===== src/rtl/core/aicd_pkg.sv =====
// types and constants shared by the instruction class decoder
package aicd_pkg;

  typedef enum logic [3:0] {
    CLS_MUL      = 4'd0,
    CLS_MUL_LONG = 4'd1,
    CLS_BX       = 4'd2,
    CLS_SWAP     = 4'd3,
    CLS_HW_REG   = 4'd4,
    CLS_HW_IMM   = 4'd5,
    CLS_SIGNED   = 4'd6,
    CLS_DATA     = 4'd7,
    CLS_SINGLE   = 4'd8,
    CLS_UNDEF    = 4'd9,
    CLS_BLOCK    = 4'd10,
    CLS_BRANCH   = 4'd11,
    CLS_CP_XFER  = 4'd12,
    CLS_CP_OP    = 4'd13,
    CLS_CP_REG   = 4'd14,
    CLS_SWI      = 4'd15
  } instr_class_t;

  localparam logic [27:0] BX_MASK   = 28'hFFFFFF0;
  localparam logic [27:0] BX_CODE   = 28'h12FFF10;
  localparam logic [27:0] MUL_MASK  = 28'h10000F0;
  localparam logic [27:0] MUL_CODE  = 28'h0000090;
  localparam logic [27:0] SWP_CODE  = 28'h1000090;
  localparam logic [27:0] HW_MASK   = 28'h04000F0;
  localparam logic [27:0] HWR_CODE  = 28'h00000B0;
  localparam logic [27:0] HWI_CODE  = 28'h04000B0;
  localparam logic [27:0] SGN_MASK  = 28'h00000D0;
  localparam logic [27:0] UND_MASK  = 28'h2000010;
  localparam logic [31:0] BR_ADDEND = 32'd8;

  localparam int unsigned IN_W  = 64;
  localparam int unsigned OUT_W = 96;

  typedef struct packed {
    instr_class_t instr_class;
    logic [3:0]   cond_code;
    logic [3:0]   reg_hi;
    logic [3:0]   reg_mid;
    logic [3:0]   reg_shift;
    logic [3:0]   reg_low;
    logic [1:0]   shift_kind;
    logic [3:0]   alu_op;
    logic [5:0]   ctrl_bits;
    logic [31:0]  imm_value;
    logic [31:0]  branch_target;
  } dec_t;

endpackage


===== src/rtl/core/aicd_decode.sv =====
// combinational class decode, field extraction, immediate and branch target
module aicd_decode (
  input  logic [31:0]        instr_word,
  input  logic [31:0]        fetch_addr,
  output aicd_pkg::dec_t     dec
);
  import aicd_pkg::*;

  logic [27:0]  op;
  instr_class_t cls;
  logic [31:0]  split;
  logic [31:0]  rot;
  logic [63:0]  rot_wide;
  logic [5:0]   rot_amt;
  logic [31:0]  shamt;
  logic [31:0]  br_off;
  logic [31:0]  imm;
  logic [31:0]  target;

  assign op = instr_word[27:0];

  always_comb begin
    case (op[27:26])
      2'd0: begin
        if (op[25])                             cls = CLS_DATA;
        else if ((op & BX_MASK) == BX_CODE)     cls = CLS_BX;
        else if ((op & MUL_MASK) == MUL_CODE)   cls = op[23] ? CLS_MUL_LONG : CLS_MUL;
        else if ((op & MUL_MASK) == SWP_CODE)   cls = CLS_SWAP;
        else if ((op & HW_MASK) == HWR_CODE)    cls = CLS_HW_REG;
        else if ((op & HW_MASK) == HWI_CODE)    cls = CLS_HW_IMM;
        else if ((op & SGN_MASK) == SGN_MASK)   cls = CLS_SIGNED;
        else                                    cls = CLS_DATA;
      end
      2'd1: begin
        cls = ((op & UND_MASK) == UND_MASK) ? CLS_UNDEF : CLS_SINGLE;
      end
      2'd2: begin
        cls = op[25] ? CLS_BRANCH : CLS_BLOCK;
      end
      default: begin
        if (op[25]) begin
          if (op[24])     cls = CLS_SWI;
          else if (op[4]) cls = CLS_CP_REG;
          else            cls = CLS_CP_OP;
        end else begin
          cls = CLS_CP_XFER;
        end
      end
    endcase
  end

  // rotate right by twice the rotate field; zero rotation falls out as the plain byte
  assign rot_amt  = {1'b0, instr_word[11:8], 1'b0};
  assign rot_wide = {24'd0, instr_word[7:0], 24'd0, instr_word[7:0]} >> rot_amt;
  assign rot      = rot_wide[31:0];

  assign split  = {24'd0, instr_word[11:8], instr_word[3:0]};
  assign shamt  = {27'd0, instr_word[11:7]};
  assign br_off = {{6{instr_word[23]}}, instr_word[23:0], 2'b00};

  always_comb begin
    imm    = 32'd0;
    target = 32'd0;
    case (cls)
      CLS_HW_IMM: imm = split;
      CLS_SIGNED: imm = instr_word[22] ? split : 32'd0;
      CLS_DATA: begin
        if (instr_word[25])     imm = rot;
        else if (!instr_word[4]) imm = shamt;
      end
      CLS_SINGLE: imm = instr_word[25] ? shamt : {20'd0, instr_word[11:0]};
      CLS_BLOCK:  imm = {16'd0, instr_word[15:0]};
      CLS_BRANCH: target = fetch_addr + BR_ADDEND + br_off;
      CLS_SWI:    imm = {8'd0, instr_word[23:0]};
      default: begin
        imm    = 32'd0;
        target = 32'd0;
      end
    endcase
  end

  always_comb begin
    dec.instr_class   = cls;
    dec.cond_code     = instr_word[31:28];
    dec.reg_hi        = instr_word[19:16];
    dec.reg_mid       = instr_word[15:12];
    dec.reg_shift     = instr_word[11:8];
    dec.reg_low       = instr_word[3:0];
    dec.shift_kind    = instr_word[6:5];
    dec.alu_op        = instr_word[24:21];
    dec.ctrl_bits     = instr_word[25:20];
    dec.imm_value     = imm;
    dec.branch_target = target;
  end

endmodule


===== src/rtl/core/arm32_instruction_class_decoder.sv =====
// top level: input register, class decode and result register
// Decodes one 32-bit ARM instruction word per cycle. An accepted word is held in
// the input register while the decode logic works on it, and its result is loaded
// into the output register, which drives out_tvalid. Both registers advance
// whenever the output register is empty or being drained, giving a sustained
// rate of one word per cycle; the only limit is downstream back-pressure.
module arm32_instruction_class_decoder (
  input  logic                        clk,
  input  logic                        rst_n,
  input  logic                        in_tvalid,
  output logic                        in_tready,
  input  logic [aicd_pkg::IN_W-1:0]   in_tdata,   // instr_word, fetch_addr
  output logic                        out_tvalid,
  input  logic                        out_tready,
  output logic [aicd_pkg::OUT_W-1:0]  out_tdata,  // cond_code, reg_hi, reg_mid, reg_shift,
                                                  // reg_low, shift_kind, alu_op, ctrl_bits,
                                                  // imm_value, branch_target
  output logic [3:0]                  out_tuser   // instr_class
);
  import aicd_pkg::*;

  logic        in_vld_r, in_vld_nxt;
  logic [31:0] word_r, addr_r;
  logic        out_vld_r, out_vld_nxt;
  dec_t        res_r;
  dec_t        dec;
  logic        adv;

  assign adv       = !out_vld_r || out_tready;
  assign in_tready = !in_vld_r || adv;

  aicd_decode u_decode (
    .instr_word (word_r),
    .fetch_addr (addr_r),
    .dec        (dec)
  );

  always_comb begin
    in_vld_nxt  = in_vld_r;
    out_vld_nxt = out_vld_r;
    if (adv) begin
      out_vld_nxt = in_vld_r;
    end
    if (in_tready) begin
      in_vld_nxt = in_tvalid;
    end
  end

  always_ff @(posedge clk) begin
    if (!rst_n) begin
      in_vld_r  <= 1'b0;
      out_vld_r <= 1'b0;
    end else begin
      in_vld_r  <= in_vld_nxt;
      out_vld_r <= out_vld_nxt;
    end
  end

  always_ff @(posedge clk) begin
    if (in_tready && in_tvalid) begin
      word_r <= in_tdata[31:0];
      addr_r <= in_tdata[63:32];
    end
    if (adv && in_vld_r) begin
      res_r <= dec;
    end
  end

  assign out_tvalid = out_vld_r;
  assign out_tuser  = res_r.instr_class;
  assign out_tdata  = {res_r.branch_target, res_r.imm_value, res_r.ctrl_bits,
                       res_r.alu_op, res_r.shift_kind, res_r.reg_low,
                       res_r.reg_shift, res_r.reg_mid, res_r.reg_hi,
                       res_r.cond_code};

endmodule

===== config.mk =====
export PLATFORM = sky130hd
export DESIGN_NAME = arm32_instruction_class_decoder
export DESIGN_NICKNAME = d
export VERILOG_FILES = /design/src/rtl/core/aicd_pkg.sv /design/src/rtl/core/aicd_decode.sv /design/src/rtl/core/arm32_instruction_class_decoder.sv
export SDC_FILE = /design/constraint.sdc
export NUM_CORES = 1
export LEC_CHECK = 0
export BUFFER_PORTS_ARGS = -buffer_cell sky130_fd_sc_hd__buf_4
export CORE_ASPECT_RATIO = 1.5
export CORE_MARGIN = 5
export CORE_UTILIZATION = 35
export DETAILED_ROUTE_END_ITERATION = 6
export PLACE_DENSITY = 0.56
export SYNTH_ARGS = -nofsm -noshare
export SYNTH_HDL_FRONTEND = slang
export SYNTH_SLANG_ARGS = --single-unit

===== constraint.sdc =====
create_clock -name clk -period 6.7 [get_ports clk]
set_input_delay 1.34 -clock clk [delete_from_list [all_inputs] [get_ports clk]]
set_output_delay 1.34 -clock clk [all_outputs]
set_load 0.01 [all_outputs]

==> flow_summary.ini <==
[status]
run_status = finished clean

[logic_synthesis]
syn-num-nets = 775
ys_async_sr_fraction_pct = 0
synth.most_common_cell = edfxtp_1
yosys.cell_types.count = 66
syn_avg_cell_area_um2 = 12.3
ys.flop_type = edfxtp_1
synth-edff-count = 160
ys_seq_area_share_pct = 60.6
synth_area_um2 = 7990
synth_area_leaders = edfxtp_1 60%, ha_1 8.9%, nor2_1 2.9%, nand2_1 2.5%, o21ai_0 2.4%
ys_ff_latch = 162
synth_top_area_share_pct = 60.1
yosysTopAreaCell = edfxtp_1
synthCells = 649
synth_common_cells = 160 x edfxtp_1, 62 x nor2_1, 57 x ha_1, 53 x nand2_1, 38 x o21ai_0
synth_warnings = 0

[sta]
hold_viol_final = 0
report.final.setup_viol = 0
fmaxAchievable_mhz = 263
min_period_over_period_pct = 56.7
worst_slew_pin_slew_ns = 1.08
final_max_slew_viol_count = 0
fin_crit_ns = 3.80
finClkSkew_ns = 0.0131
timing.slew.headroom_pct = 27.7
rsz0062_at_grt = no
fin_ws_ns = 2.90
tns_ns = 0

[cts]
cts_buffer_depth = 2
htree_num_levels = 4
cts.clk_slew.worst_paths_ns = 0.07
cts_made_buffers = 17
clock_latency_ns = 0.43
cts_hold_buf = 0
cts_resized = 0
cts_sinks = 162
tritoncts = yes
postCtsSetupBuffers = 0
cts_root_buf = clkbuf_16

[critical_path]
critPathArrivalTime_ns = 3.97
r2r_cells = 10
cp_top_family = simple AND/OR/NAND/NOR gates
crit_chain = ha_1, ha_1, or4_1, or3_1, o211a_1, or3_1, a31o_2, a21oi_2, xnor2_1, nor2_1
worstPathRequired_ns = 6.87
crit_buf_inv = 0
crit_start = word_r[8]
cp_num_cells = 10
cp-end-kind = register
slowest_stage = edfxtp_1
critPathKind = reg -> reg
crit_fanout = 20
critical-path-max-stage-delay_ns = 0.81
timing.rr.start = word_r[8]
cp-endpoint = out_tdata[95]
r2r-end = out_tdata[95]
rrSetupSlack_ns = 2.90
start_kind = register

[place]
dp_hpwl_um = 16100
io_buffers = 169
dp_slack_ns = 2.90
place_congestion = 0.868

[finish]
antenna_cells = 0
nFillCells = 2084
finish.net_count = 937
final_util_pct = 45.3
drive_gt1_share_pct = 26.3
syn_to_final_growth_pct = 27.3

[pwr]
p_leak_nw = 4.00
p_total_mw = 2.71
powerDensity_nw_per_um2 = 267
switching_share_pct = 24.4
switchingPower_mw = 0.663
clkPwrFrac_pct = 40.3
intPower_mw = 2.05
ir_worst_vdd_mv = 0.169
combPwrFrac_pct = 14.6
power_frac_seq_pct = 45.1

[route]
ant_nets = 0
wl_um = 21700
drt-initial-drc-count = 487
vias_per_cell = 5.19
dr_total_vias = 5712
dr.pass1.iters = 5
wl_per_cell_um = 19.7
drcViolationCount = 0

[grt]
grt_pass1_wl_um = 32500
top_usage_layer = met2
grtUsageTotal_pct = 16.5
grt_max_degree = 65
use_met2_pct = 30.7
use_met1_pct = 18.7
antenna_found_initial = 0
grt_pass1_vias = 5675
grtUsageMet3_pct = 3.40
gr-total-overflow = 0

[floorplanning]
initial_core_util_pct = 35.6
die_h_um = 195
core-area_um2 = 22500
die-area_um2 = 26000
rows = 67
chipWidth_um = 133
num_io_pins = 170

[run]
drv_cap = 0

[hold_path]
worstHoldPathType = reg -> reg
-- power groups by stage --
stage | clock (mW) | sequential [mW] | combinational, mW
floorplan | 0 | 1.24 | 0.242
finish | 1.09 | 1.22 | 0.397
global placement | 0 | 1.25 | 0.397
global route | 1.16 | 1.23 | 0.439
detailed placement | 0 | 1.25 | 0.398
CTS | 1.12 | 1.23 | 0.401
-- state kept, by name (all words and copies together) (netlist names) --
name,cells
out_tvalid,1
out_tuser,4
in_vld_r,1
out_tdata,92
addr_r,32
word_r,32
-- cell usage in the layout (no fill, tap or decap), types with 12 or more instances in the layout --
cell,n
buf_4,173
edfxtp_1,160
nor2_1,62
ha_1,57
nand2_1,53
o21ai_0,38
a21oi_1,31
inv_1,19
nand3_1,18
clkbuf_16,17
nor3_1,15
a31oi_1,12
-- final cells by class --
cell class	count	area, um2	area share (%)
Timing Repair Buffer	173	1300	12.8
Tap cell	276	345	3.39
Clock inverter	15	239	2.35
Multi-Input combinational cell	437	2940	28.9
Inverter	20	75.1	0.738
Sequential cell	162	4840	47.6
Clock buffer	17	425	4.18
-- per-layer routing --
metal / routed length (um) / up-vias
met3: 864 / 26
met1: 8400 / 2751
li1: - / 2786
met2: 12000 / 149
met5: 0 / -
met4: 408 / 0
-- how the worst min path moves through the flow --
stage	start	end	slack, ns	cells past startpoint
final	word_r[29]	out_tdata[1]	0.42	0
after global routing	word_r[29]	out_tdata[1]	0.44	0
after CTS	word_r[29]	out_tdata[1]	0.42	0
after detailed placement	word_r[29]	out_tdata[1]	0.41	0
after global placement	word_r[31]	out_tdata[3]	0.40	0
after floorplan	word_r[28]	out_tdata[0]	0.40	0
-- metrics by stage --
stage          hold WS [ns]  instances  instance area [um2]
2_1_floorplan         0.400        649                 7990
3_3_place_gp          0.400       1068                 9510
3_5_place_dp          0.406       1068                 9510
4_1_cts               0.421       1100                10200
5_1_grt               0.438       1100                10200
6_report              0.418       1100                10200
-- cell families after synthesis --
group	after synthesis	synth area share, %
and+or+nand+nor	198	11.7
DFF	162	60.6
xor gates and xnor gates	20	2.19
muxes	7	0.892
AOI/OAI and AO/OA	154	12.8
buffers and inverters	50	2.66
adders and majority gates	58	9.17
-- worst reg2reg max path, stage by stage (launching register included) --
cell and delay [ns]:
edfxtp_1 0.81, ha_1 0.37, ha_1 0.27, or4_1 0.52, or3_1 0.34, o211a_1 0.24
or3_1 0.39, a31o_2 0.27, a21oi_2 0.14, xnor2_1 0.13, nor2_1 0.06
No activity file was read; power rests on OpenSTA's default activity.
